**config.mk**
```make
export PLATFORM = sky130hd
export DESIGN_NAME = pbd_div
export DESIGN_NICKNAME = d
export VERILOG_FILES = /design/src/rtl/pbd_pkg.sv /design/src/rtl/pbd_div.sv
export SDC_FILE = /design/constraint.sdc
export NUM_CORES = 1
export LEC_CHECK = 0
export BUFFER_PORTS_ARGS = -buffer_cell sky130_fd_sc_hd__buf_2
export CAP_MARGIN = 20
export CELL_PAD_IN_SITES_DETAIL_PLACEMENT = 1
export CELL_PAD_IN_SITES_GLOBAL_PLACEMENT = 1
export CORE_MARGIN = 4
export CORE_UTILIZATION = 49
export CTS_BUF_LIST = sky130_fd_sc_hd__clkbuf_4
export DETAILED_ROUTE_END_ITERATION = 10
export PLACE_DENSITY_LB_ADDON = 0.1
export SETUP_SLACK_MARGIN = 0.2
export SYNTH_ARGS = -nofsm -noshare
export SYNTH_HDL_FRONTEND = slang
export SYNTH_SLANG_ARGS = --single-unit
```
**constraint.sdc**
```tcl
create_clock -name clk -period 7.29 [get_ports clk]
set_input_delay 1.458 -clock clk [delete_from_list [all_inputs] [get_ports clk]]
set_output_delay 1.458 -clock clk [all_outputs]
set_load 0.01 [all_outputs]
```
**src/rtl/pbd_pkg.sv**
```systemverilog
// Shared types and constants of the pulse beat detector.
package pbd_pkg;

  localparam int DIV_W  = 24;  // dividend and quotient width of the serial divider
  localparam int DVS_W  = 16;  // divisor width of the serial divider
  localparam int CNT_W  = $clog2(DIV_W + 1);

  localparam int CFG_IDX_W  = 3;
  localparam int CFG_DATA_W = 16;
  localparam int PCT_W      = 7;

  localparam logic [CFG_IDX_W-1:0] CFG_HIGH_PCT     = 3'd0;
  localparam logic [CFG_IDX_W-1:0] CFG_LOW_PCT      = 3'd1;
  localparam logic [CFG_IDX_W-1:0] CFG_MIN_SPAN     = 3'd2;
  localparam logic [CFG_IDX_W-1:0] CFG_REFRACTORY   = 3'd3;
  localparam logic [CFG_IDX_W-1:0] CFG_INTERVAL_MIN = 3'd4;
  localparam logic [CFG_IDX_W-1:0] CFG_INTERVAL_MAX = 3'd5;
  localparam logic [CFG_IDX_W-1:0] CFG_NO_PULSE     = 3'd6;
  localparam logic [CFG_IDX_W-1:0] CFG_LED_PULSE    = 3'd7;

  localparam logic [31:0]      STUCK_MS   = 32'd1200;
  localparam logic [DIV_W-1:0] MINUTE_MS  = 24'd60000;
  localparam logic [15:0]      SU_OFFSET  = 16'd2048;

  // Division by 100 as a multiplication by the reciprocal, exact for any 32-bit operand.
  localparam logic [31:0]      DIV100_MAGIC = 32'h51EB_851F;
  localparam int               DIV100_SHIFT = 37;
  localparam int               RC_W         = DIV_W + 32;

  typedef struct packed {
    logic             start;
    logic [DIV_W-1:0] dividend;
    logic [DVS_W-1:0] divisor;
  } div_req_t;

  typedef struct packed {
    logic             done;
    logic [DIV_W-1:0] quotient;
  } div_rsp_t;

endpackage

```
**src/rtl/pbd_div.sv**
```systemverilog
// Restoring serial divider, one quotient bit per cycle.
module pbd_div
  import pbd_pkg::*;
(
  input  logic     clk,
  input  logic     rst_n,
  input  div_req_t req,
  output div_rsp_t rsp
);

  logic [DIV_W-1:0] quo_r;
  logic [DVS_W-1:0] rem_r;
  logic [DVS_W-1:0] dvs_r;
  logic [CNT_W-1:0] cnt_r;
  logic             busy_r;
  logic             done_r;

  logic [DVS_W:0]   trial;
  logic             ge;
  logic [DVS_W:0]   diff;

  always_comb begin
    trial = {rem_r, quo_r[DIV_W-1]};
    ge    = (trial >= {1'b0, dvs_r});
    diff  = trial - {1'b0, dvs_r};
  end

  always_ff @(posedge clk) begin
    if (!rst_n) begin
      busy_r <= 1'b0;
      done_r <= 1'b0;
      cnt_r  <= '0;
    end else if (req.start) begin
      quo_r  <= req.dividend;
      rem_r  <= '0;
      dvs_r  <= req.divisor;
      cnt_r  <= CNT_W'(DIV_W);
      busy_r <= 1'b1;
      done_r <= 1'b0;
    end else if (busy_r) begin
      rem_r  <= ge ? diff[DVS_W-1:0] : trial[DVS_W-1:0];
      quo_r  <= {quo_r[DIV_W-2:0], ge};
      cnt_r  <= cnt_r - 1'b1;
      busy_r <= (cnt_r != CNT_W'(1));
      done_r <= (cnt_r == CNT_W'(1));
    end else begin
      done_r <= 1'b0;
    end
  end

  assign rsp.done     = done_r;
  assign rsp.quotient = quo_r;

endmodule

```
Word-level counts from Yosys, hierarchy flattened
Cells that the tools add are included.
- add/sub/neg operators: 2
- $lt $le $gt $ge: 1
- equality and inequality tests: 2
- multiplexer cells: 8
- bitwise logic cells: 2
- reduce and logical (&&, ||, !) cells: 5
- operators by type and width (operator ; number):
    two-way mux 24 bit ; 2
    two-way mux 16 bit ; 2
    >= comparator 17 x 16 -> 1 bit ; 1
    subtractor 16 bit ; 1
    two-way mux 5 bit ; 2
    == test 5 x 1 -> 1 bit, second input constant ; 1
    != test 5 x 1 -> 1 bit, second input constant ; 1
    subtractor 5 x 1 -> 5 bit, second input constant ; 1
    AND reduction 2 bit ; 2
    OR reduction 3 bit ; 1
    two-way mux 1 bit ; 2
    NOT 1 bit ; 2
    nonzero test 2 bit ; 1
    OR reduction 2 bit ; 1
- register bits: 63
- bits of input ports: 43
- output and inout port bits: 25
- logic and storage cells: 27

Longest topological paths before layout
Gate-level depths: netlist of the first run.
- word-level depth: 3
- gate-level depth with buffers: 10
- mapped depth without buffers: 9

Worst setup path after synthesis of the first run
OpenSTA, ideal clock, no wires.
- path kind: input port to flip-flop
- start point: in req[40] (netlist bit)
- end point: reg quo_r[0] (enable)
- library setup time: 0.400 ns
- arrival time: 2.779 ns
- required time: 6.890 ns
- setup slack: 4.110 ns
- cell stages on the path: 2
- buffers on the path: 1
- cells stage by stage: clkbuf_1 -> o21a_1
- longest elaborated chain between the ends: 2
- RTL lines (element ; line ; source):
    from (decl) ; pbd_div.sv:7 ; input div_req_t req,
    nonzero test 2 bit (no line) ; - ;
    AND reduction 2 bit (no line) ; - ;
    to (signal assigned) ; pbd_div.sv:34 ; quo_r <= req.dividend;
    to (signal assigned) ; pbd_div.sv:42 ; quo_r <= {quo_r[DIV_W-2:0], ge};
    to (decl) ; pbd_div.sv:11 ; logic [DIV_W-1:0] quo_r;
Every way passes these cells.
A chain may end at the register's enable or synchronous reset.

Final worst setup path of the first run
- start point: in req[40] (netlist bit)
- end point: reg quo_r[3] (enable)
The elaborated chain is that of the path after synthesis.

==> flow_summary.toml, run 1 <==
[die]
die_y_microns = 94.1
dieArea_sq_um = 8850
pin_count = 68
initial_utilization = 0.503
core.rowCount = 31
die_w_microns = 94.1
core-area_sq_um = 7210

[routing]
drtAntennaViolNets = 0
drtIter0Drc = 172
vias = 2740
route.detailed.drc = 0
viasPerCell = 5.67
dr.pass1.iters = 4
wl_per_cell_microns = 19.2
routed_wl_mm = 9.26

[critical_path]
r2r_slack_ns = 4.44
reg2reg_depth = 7
cpPeakStageDelay_ns = 0.68
worstPathArrival_ns = 3.25
crit_type = "input port to flop"
path_cells = "buf_2 -> o21a_1 -> buf_4"
crit_fanout = 39
crit_path_end_kind = "flop"
required_ns = 7.38
startpoint = "req[40]"
reg2reg_to = "rem_r[6]"
cpMaxStageDelayCell = "o21a_1"
cp-start-kind = "input port"
rr_startpoint = "rem_r[4]"

[timing]
rsz0062_at_grt = "false"
max_slew_margin = 0.438
hold_violations = 0
min_period_over_period = 0.434
finalMaxSlewViolations = 0
fin_skew_ns = 0.0159
fin_setup_tns_ns = 0
setup_violations = 0
worst_pin_slew_ns = 0.843
max_freq_ghz = 0.316
period_minus_slack_ns = 3.16

[yosys]
synthTopCellsByCount = "56 x edfxtp_1, 24 x inv_1, 24 x mux2_2"
ys_ff_latch = 63
synthCells = 313
synth_top_flop_cell = "edfxtp_1"
synth_top_area_frac = 0.463
synth-edff-count = 56
async_reset_ff_frac = 0
yosysWarnings = 0
synth_area_leaders = "edfxtp_1 46%, mux2_2 7.4%, ha_1 6.2%"
synth_top_cell_by_area = "edfxtp_1"
synth_nets = 375
synth_most_common_cell = "edfxtp_1"
syn_area_per_cell_sq_um = 11.6
yosysSeqAreaShare = 0.502
synth.distinct_cells = 62
post_synth_instance_area_sq_um = 3630

[clock_network]
cts.sinks = 63
htreeDepth = 3
cts_buffers = 9
cts_hold_buf = 0
cts_buffer_depth = 2
cts_root_buf = "clkbuf_4"
clkLatencyLatePin_ns = 0.41
cts_tree = "done"
postCtsSetupRepairBufs = 0
clk_pin_slew_ns = 0.12
post_cts_resized = 0

[final_layout]
multiInputGateArea_sq_um = 1630
fillerInstances = 796
regArea_sq_um = 1820
num_antenna_cells = 0
nNetsFinal = 441
drive_above_1_share = 0.331
areaGrowthSynthToFinish_pct = 14.5
final_area_sq_um = 4160

[power]
p_comb_frac = 0.267
p_switching_uw = 311
p_leak_nw = 1.65
clkPwrFrac = 0.262
vdd_drop_max_uv = 121
netSwitchingFraction = 0.328
powerDensity_nw_per_um2 = 228
p_int_uw = 638
seqPwrFrac = 0.471

[worst_hold_path]
min-delay-start = "cnt_r[1]"
min_to = "cnt_r[1]"
hold_path_depth = 2
hold_class = "flop to flop"

[grt]
groute.usage.overall = 0.220
grt_max_degree = 40
globalRoute.totalOverflow = 0
grt_pass1_wl_mm = 14.7
antenna_found_initial = 0
grt_pass1_vias = 2874

[place]
place.gp.congestion = 0.784
io_buffer_count = 67
dpl.hpwl_mm = 6.81
dpl-instance-area_sq_um = 4020

[run_status]
outcome = "complete, no violations"

[job]
drv_cap = 0
[kinds of logic after synthesis]
group	count (synthesis)	synth area share
adders and majority gates	19	0.0676
and+or+nand+nor	68	0.102
muxes	25	0.0786
AOI/OAI and AO/OA	89	0.175
DFF	63	0.502
xor gates and xnor gates	11	0.0265
buffers and inverters	38	0.0479
[per-layer routing]
| metal | share of wire | track usage | wire, microns | vias up |
|---|---|---|---|---|
| met2 | 0.49 | 0.352 | 4520 | 67 |
| met1 | 0.45 | 0.295 | 4150 | 1342 |
| met3 | 0.050 | 0.0465 | 467 | 11 |
| li1 | - | - | - | 1320 |
| met5 | 0 | 0 | 0 | - |
| met4 | 0.013 | 0.0758 | 119 | 0 |
[layout by cell type, fill, tap and decap left out, types with 3 or more instances in the layout]
cell type	count
buf_2	67
edfxtp_1	56
inv_1	24
mux2_2	24
a21oi_1	23
ha_1	18
nand2_1	15
o21ai_0	15
nor2_1	13
nand3_1	12
clkbuf_4	9
xnor2_1	8
dfxtp_1	7
a211oi_1	6
and3_1	4
o21a_1	4
nor3_1	4
o22ai_1	4
a21o_1	3
o31ai_1	3
xor2_1	3
a21boi_0	3
clkinvlp_4	3
[worst max-delay path, delay by kind of cell]
family	cells	cell delay [ns]
AOI/OAI and AO/OA	1	0.68
buffers and inverters	2	1.08
[power by group through the flow]
| stage | Clock (mW) | Combinational, mW | Sequential (mW) |
|---|---|---|---|
| final | 0.248 | 0.253 | 0.447 |
| after global routing | 0.266 | 0.280 | 0.450 |
| after detailed placement | 0 | 0.249 | 0.455 |
| after CTS | 0.250 | 0.253 | 0.447 |
| after floorplan | 0 | 0.182 | 0.453 |
| after global placement | 0 | 0.239 | 0.453 |
[worst max-delay path by stage]
stage,end,slack (ns),cells past startpoint
5_1_grt,quo_r[3],3.99,3
2_1_floorplan,quo_r[0],4.11,2
4_1_cts,quo_r[5],4.09,3
6_report,quo_r[3],4.13,3
3_5_place_dp,quo_r[2],3.66,3
3_3_place_gp,quo_r[1],3.71,3
[area by class of cell]
cell class,instances,share of cell area
Timing Repair Buffer,68,0.0825
Clock buffer,9,0.0163
Multi-Input combinational cell,212,0.393
Tap cell,99,0.0298
Inverter,25,0.0226
Sequential cell,63,0.438
Clock inverter,7,0.0178
[metrics by stage]
stage	utilization	worst slack [ns]	instances	hold WS (ns)	power, mW
2_1_floorplan	-	4.11	313	0.469	0.635
3_3_place_gp	0.557	3.71	467	0.482	0.693
3_5_place_dp	0.557	3.66	467	0.511	0.704
4_1_cts	0.576	4.09	483	0.525	0.950
5_1_grt	0.576	3.99	483	0.573	0.996
6_report	0.576	4.13	483	0.524	0.949
[registers in the layout, summed over array words and instances (netlist names)]
signal / count
quo_r: 24
dvs_r: 16
rem_r: 16
busy_r: 1
cnt_r: 5
done_r: 1
Power figures use the tool's default switching activity.
==> run 2, diff against run 1 <==
--- a/config.mk
+++ b/config.mk
@@ -5,12 +5,13 @@
 export SDC_FILE = /design/constraint.sdc
 export NUM_CORES = 1
 export LEC_CHECK = 0
+export ABC_AREA = 1
 export BUFFER_PORTS_ARGS = -buffer_cell sky130_fd_sc_hd__buf_2
 export CAP_MARGIN = 20
 export CELL_PAD_IN_SITES_DETAIL_PLACEMENT = 1
 export CELL_PAD_IN_SITES_GLOBAL_PLACEMENT = 1
 export CORE_MARGIN = 4
-export CORE_UTILIZATION = 49
+export CORE_UTILIZATION = 43
 export CTS_BUF_LIST = sky130_fd_sc_hd__clkbuf_4
 export DETAILED_ROUTE_END_ITERATION = 10
 export PLACE_DENSITY_LB_ADDON = 0.1
==> constraint.sdc (replaced) <==
create_clock -name clk -period 3.15 [get_ports clk]
set_input_delay 0.63 -clock clk [delete_from_list [all_inputs] [get_ports clk]]
set_output_delay 0.63 -clock clk [all_outputs]
set_load 0.01 [all_outputs]
==> run 2 against run 1 <==
Against the previous run:
- clock power grew 130%
- global-route usage shrank 1.2 points
- routed wire length grew 9.3%
==> flow_summary.toml, run 2 <==
[run_status]
outcome = "complete, no violations"

[grt]
grt_pass1_wl_mm = 17.2
globalRoute.totalOverflow = 0
grt_max_degree = 29
antenna_found_initial = 0
groute.usage.overall = 0.208
grt_pass1_vias = 3655

[yosys]
yosysSeqAreaShare = 0.468
async_reset_ff_frac = 0
post_synth_instance_area_sq_um = 3890
synth_top_flop_cell = "edfxtp_1"
synth_top_cell_by_area = "edfxtp_1"
synthTopCellsByCount = "182 x nand2_1, 63 x inv_1, 56 x edfxtp_1"
ys_ff_latch = 63
syn_area_per_cell_sq_um = 8.05
synthCells = 484
synth_most_common_cell = "nand2_1"
synth.distinct_cells = 34
synth_top_area_frac = 0.432
yosysWarnings = 0
synth_area_leaders = "edfxtp_1 43%, nand2_1 18%, inv_1 6.1%"
synth_nets = 546
synth-edff-count = 56

[clock_network]
cts_tree = "done"
postCtsSetupRepairBufs = 0
clk_pin_slew_ns = 0.14
cts.sinks = 63
post_cts_resized = 0
cts_buffers = 9
cts_hold_buf = 0
htreeDepth = 3
cts_buffer_depth = 2
cts_root_buf = "clkbuf_4"
clkLatencyLatePin_ns = 0.41

[timing]
setup_ws_ns = 0.727
period_minus_slack_ns = 2.42
finalMaxSlewViolations = 0
worst_pin_slew_ns = 0.800
fin_skew_ns = 0.0295
fin_setup_tns_ns = 0
min_period_over_period = 0.769
rsz0062_at_grt = "false"
setup_violations = 0
max_slew_margin = 0.466
hold_violations = 0
max_freq_ghz = 0.413

[critical_path]
worstPathArrival_ns = 2.67
crit_type = "flop to flop"
cp-start-kind = "flop"
required_ns = 3.40
crit_fanout = 15
crit_path_end_kind = "flop"

[final_layout]
final_cells = 668
layout_commonest_cell = "nand2_1"
largest-register = "quo_r"
drive_above_1_share = 0.243
fin_util = 0.509
biggestRegsByFlops = "quo_r: 24 flops, dvs_r: 16 flops, rem_r: 16 flops"
num_antenna_cells = 0
areaGrowthSynthToFinish_pct = 14.5
layout_common_cells = "182 x nand2_1, 67 x buf_2, 63 x inv_1"
nNetsFinal = 617
largest_reg_flops = 24

[routing]
wl_per_cell_microns = 15.2
route.detailed.drc = 0
routed_wl_mm = 10.1
drtIter0Drc = 81
drtAntennaViolNets = 0
vias = 3295
dr.pass1.iters = 4
viasPerCell = 4.93

[die]
core-area_sq_um = 8760
core.rowCount = 34
pin_count = 68
initial_utilization = 0.444
die_y_microns = 103
die_w_microns = 103
dieArea_sq_um = 10600

[place]
dp_slack_ns = 0.744
dpl.hpwl_mm = 7.84
io_buffer_count = 67
dp.cells = 652
place.gp.congestion = 0.943

[job]
drv_cap = 0

[worst_hold_path]
hold_class = "input port to flop"

[power]
p_leak_nw = 2.29
p_total_mw = 2.21
vdd_drop_max_uv = 233
powerDensity_nw_per_um2 = 495
## run 2: cell count changes after synthesis, sizes merged, moves of 5 or more
cell and change:
nand3 +5, a211oi -8, o21ai -16, inv +52
a21oi -16, nand3b +9, xnor2 -8, nor2 +44
nand2 +180, mux2 -25
## run 2: final timing paths
check             slack [ns]        to  cells past startpoint      start
setup / recovery        0.73  rem_r[7]                     10  rem_r[13]
hold / removal          0.39  dvs_r[1]                      1     req[1]
setup reg to reg        0.73  rem_r[7]                     10  rem_r[13]
hold reg to reg         0.50  cnt_r[4]                      2   cnt_r[4]
## run 2: per-stage QoR
| stage | hold slack, ns | instance area [sq um] |
|---|---|---|
| floorplan | 0.450 | 3900 |
| global placement | 0.463 | 4320 |
| detailed placement | 0.484 | 4320 |
| CTS | 0.362 | 4460 |
| global route | 0.342 | 4460 |
| finish | 0.386 | 4460 |
## run 2: cells by family (layout without fill, tap and decap cells)
family                     count (synthesis)  count (layout)  synth area share
xor gates and xnor gates                   7               7            0.0157
DFF                                       63              63             0.468
buffers and inverters                     89             165            0.0973
AOI/OAI and AO/OA                         13              13            0.0180
and+or+nand+nor                          293             293             0.338
adders and majority gates                 19              19            0.0630
## run 2: report_power, final
| part | switching (mW) | internal (mW) | total (mW) |
|---|---|---|---|
| sequential | 0.0322 | 0.990 | 1.02 |
| clock | 0.334 | 0.244 | 0.578 |
| combinational | 0.397 | 0.209 | 0.606 |
## run 2: final cells by class
| type | count | area [sq um] |
|---|---|---|
| Clock buffer | 9 | 67.6 |
| Clock inverter | 7 | 71.3 |
| Fill cell | 1137 | 4300 |
| Inverter | 78 | 293 |
| Multi-Input combinational cell | 332 | 1710 |
| Sequential cell | 63 | 1820 |
| Tap cell | 108 | 135 |
| Timing Repair Buffer | 71 | 365 |
## run 2: worst max-delay path, stage by stage (launching register included)
cell      delay, ns
edfxtp_1       0.42
ha_1           0.34
a21oi_1        0.22
nor2_1         0.06
nor2_1         0.14
nand2_1        0.11
nor2_4         0.34
nand2_4        0.25
inv_2          0.20
nor2_1         0.06
nor2_1         0.13
## run 2: routing by layer
metal / share of wire / track usage / wire [microns] / vias to the layer above
li1: - / - / - / 1653
met1: 0.45 / 0.266 / 4590 / 1557
met2: 0.48 / 0.351 / 4880 / 71
met3: 0.049 / 0.0537 / 500 / 14
met4: 0.014 / 0.0538 / 146 / 0
met5: 0 / 0 / 0 / -
==> run 3, diff against run 2 <==
--- a/config.mk
+++ b/config.mk
@@ -11,7 +11,7 @@
 export CELL_PAD_IN_SITES_DETAIL_PLACEMENT = 1
 export CELL_PAD_IN_SITES_GLOBAL_PLACEMENT = 1
 export CORE_MARGIN = 4
-export CORE_UTILIZATION = 43
+export CORE_UTILIZATION = 39
 export CTS_BUF_LIST = sky130_fd_sc_hd__clkbuf_4
 export DETAILED_ROUTE_END_ITERATION = 10
 export PLACE_DENSITY_LB_ADDON = 0.1
==> constraint.sdc (replaced) <==
create_clock -name clk -period 2 [get_ports clk]
set_input_delay 0.4 -clock clk [delete_from_list [all_inputs] [get_ports clk]]
set_output_delay 0.4 -clock clk [all_outputs]
set_load 0.01 [all_outputs]
==> run 3 against run 2 <==
Against the previous run:
- via count is 7.6% higher
- the run now ends with setup timing left
- cell area rose by 20%
- critical path type unchanged
- cell count up 10%
- fmax up 15%
- sequential power rose by 59%
- register-to-register slack lost 0.83 ns
- critical path depth up 1
- flip-flop and latch count unchanged
- largest power group unchanged
- power grew 86%
- clock skew down 0.017 ns
==> flow_summary.toml, run 3 (synthesized netlist as in run 2, its figures left out) <==
[final_layout]
fillerInstances = 1211
drive_above_1_share = 0.405
layout_common_cells = "157 x nand2_1, 67 x buf_2, 56 x edfxtp_1"
largest_reg_flops = 24
nNetsFinal = 662
biggestRegsByFlops = "quo_r: 24 flops, dvs_r: 16 flops, rem_r: 16 flops"
largest-register = "quo_r"
multiInputGateArea_sq_um = 2110
layout_commonest_cell = "nand2_1"
areaGrowthSynthToFinish_pct = 37.6
num_antenna_cells = 0
regArea_sq_um = 1820
final_area_sq_um = 5360

[routing]
routed_wl_mm = 12.0
drtIter0Drc = 173
viasPerCell = 4.80
route.detailed.drc = 0
vias = 3545
dr.pass1.iters = 4
wl_per_cell_microns = 16.2
drtAntennaViolNets = 0

[timing]
fin_setup_tns_ns = -0.882
max_slew_margin = 0.828
max_freq_ghz = 0.475
rsz0062_at_grt = "true"
finalMaxSlewViolations = 0
min_period_over_period = 1.05
worst_pin_slew_ns = 0.257
period_minus_slack_ns = 2.11
fin_skew_ns = 0.0130
setup_ws_ns = -0.107
setup_violations = 16
hold_violations = 0

[clock_network]
cts_hold_buf = 0
cts_root_buf = "clkbuf_4"
cts_tree = "done"
clk_pin_slew_ns = 0.12
cts.sinks = 63
htreeDepth = 3
clkLatencyLatePin_ns = 0.43
cts_buffer_depth = 2
cts_buffers = 9

[critical_path]
critPathTopFamily = "simple AND/OR/NAND/NOR gates"
crit_fanout = 6
required_ns = 2.20
worstPathArrival_ns = 2.31
cp-start-kind = "flop"
r2r_slack_ns = -0.11
path_cells = "ha_4 -> nand2_2 -> nor2_2 -> nand3_2 -> nand3_4 -> nand2_8 -> nand2_8 -> buf_4 -> nand2_1 -> nand2_1 -> nor2_2"
crit_path_end_kind = "flop"
cpMaxStageDelayCell = "edfxtp_1"
crit_type = "flop to flop"
path_buf_inv = 1
cpPeakStageDelay_ns = 0.47

[grt]
antenna_found_initial = 0
globalRoute.totalOverflow = 0
groute.usage.overall = 0.217
grt_max_degree = 33
grt_pass1_vias = 3888
grt_pass1_wl_mm = 19.3

[die]
core.rowCount = 36
core-area_sq_um = 9730
dieArea_sq_um = 11700
die_w_microns = 108
pin_count = 68
die_y_microns = 108
initial_utilization = 0.400

[place]
dp_slack_ns = -0.137
io_buffer_count = 67
dpl-instance-area_sq_um = 4710
dpl.hpwl_mm = 8.36
place.gp.congestion = 0.845

[power]
seqPwrFrac = 0.396
powerDensity_nw_per_um2 = 764
p_switching_mw = 1.40
vdd_drop_max_uv = 338
p_int_mw = 2.69
p_leak_nw = 2.58
netSwitchingFraction = 0.342
p_total_mw = 4.10
clkPwrFrac = 0.253
p_comb_frac = 0.350

[run_status]
violations = "setup timing"
outcome = "complete, but fails checks"

[job]
drv_cap = 0

[worst_hold_path]
hold_class = "input port to flop"
[run 3: changes by cell type in the layout (fill, tap and decap cells not counted), moves of 7 or more]
cell,change
nand2_1,-25
inv_1,-10
nor2_1,-8
nand2_2,+19
buf_4,+33
ha_1,-15
ha_4,+15
inv_2,+7
nor2_4,+7
[run 3: worst reg2reg max path: stages, from the launching register on]
cell,delay (ns)
edfxtp_1,0.47
ha_4,0.35
nand2_2,0.10
nor2_2,0.17
nand3_2,0.15
nand3_4,0.12
nand2_8,0.10
nand2_8,0.13
buf_4,0.14
nand2_1,0.05
nand2_1,0.07
nor2_2,0.03
[run 3: timing repair]
action / in CTS / in global routing
pin swaps: 24 / 23
resized for setup: 51 / 28
cloned: 3 / 0
setup buffers: 12 / 6
endpoints found under the setup margin: 17 / 17
[run 3: power by group through the flow]
stage	clock network (mW)	registers, mW	logic, mW
2_1_floorplan	0	1.66	0.738
3_3_place_gp	0	1.65	1.10
3_5_place_dp	0	1.65	1.13
4_1_cts	1.06	1.62	1.33
5_1_grt	1.13	1.64	1.58
6_report	1.04	1.62	1.43
[run 3: per-stage QoR]
| stage | util | hold slack [ns] | std cells |
|---|---|---|---|
| finish | 0.551 | 0.134 | 738 |
| global route | 0.551 | 0.111 | 738 |
| CTS | 0.537 | 0.115 | 732 |
| detailed placement | 0.484 | 0.477 | 701 |
| global placement | 0.484 | 0.465 | 701 |
| floorplan | - | 0.453 | 484 |
[run 3: layout make-up]
type                       count  share of cell area
multi-input combinational    333               0.393
sequential                    63               0.340
timing repair buffer         115               0.149
inverter                      78              0.0574
tap                          133              0.0310
clock inverter                 6              0.0156
clock buffer                  10              0.0140
[run 3: worst paths after layout]
| kind | cells after the start | from | to |
|---|---|---|---|
| min reg2reg | 2 | cnt_r[4] | cnt_r[4] |
| max | 11 | rem_r[3] | rem_r[11] |
| max reg2reg | 11 | rem_r[3] | rem_r[11] |
| min | 1 | req[5] | dvs_r[5] |
[run 3: per-layer routing]
metal | routed length, microns | up-vias | track usage
met5 | 0 | - | 0
met1 | 5030 | 1687 | 0.275
li1 | - | 1746 | -
met2 | 5970 | 104 | 0.366
met4 | 102 | 0 | 0.0794
met3 | 850 | 8 | 0.0442
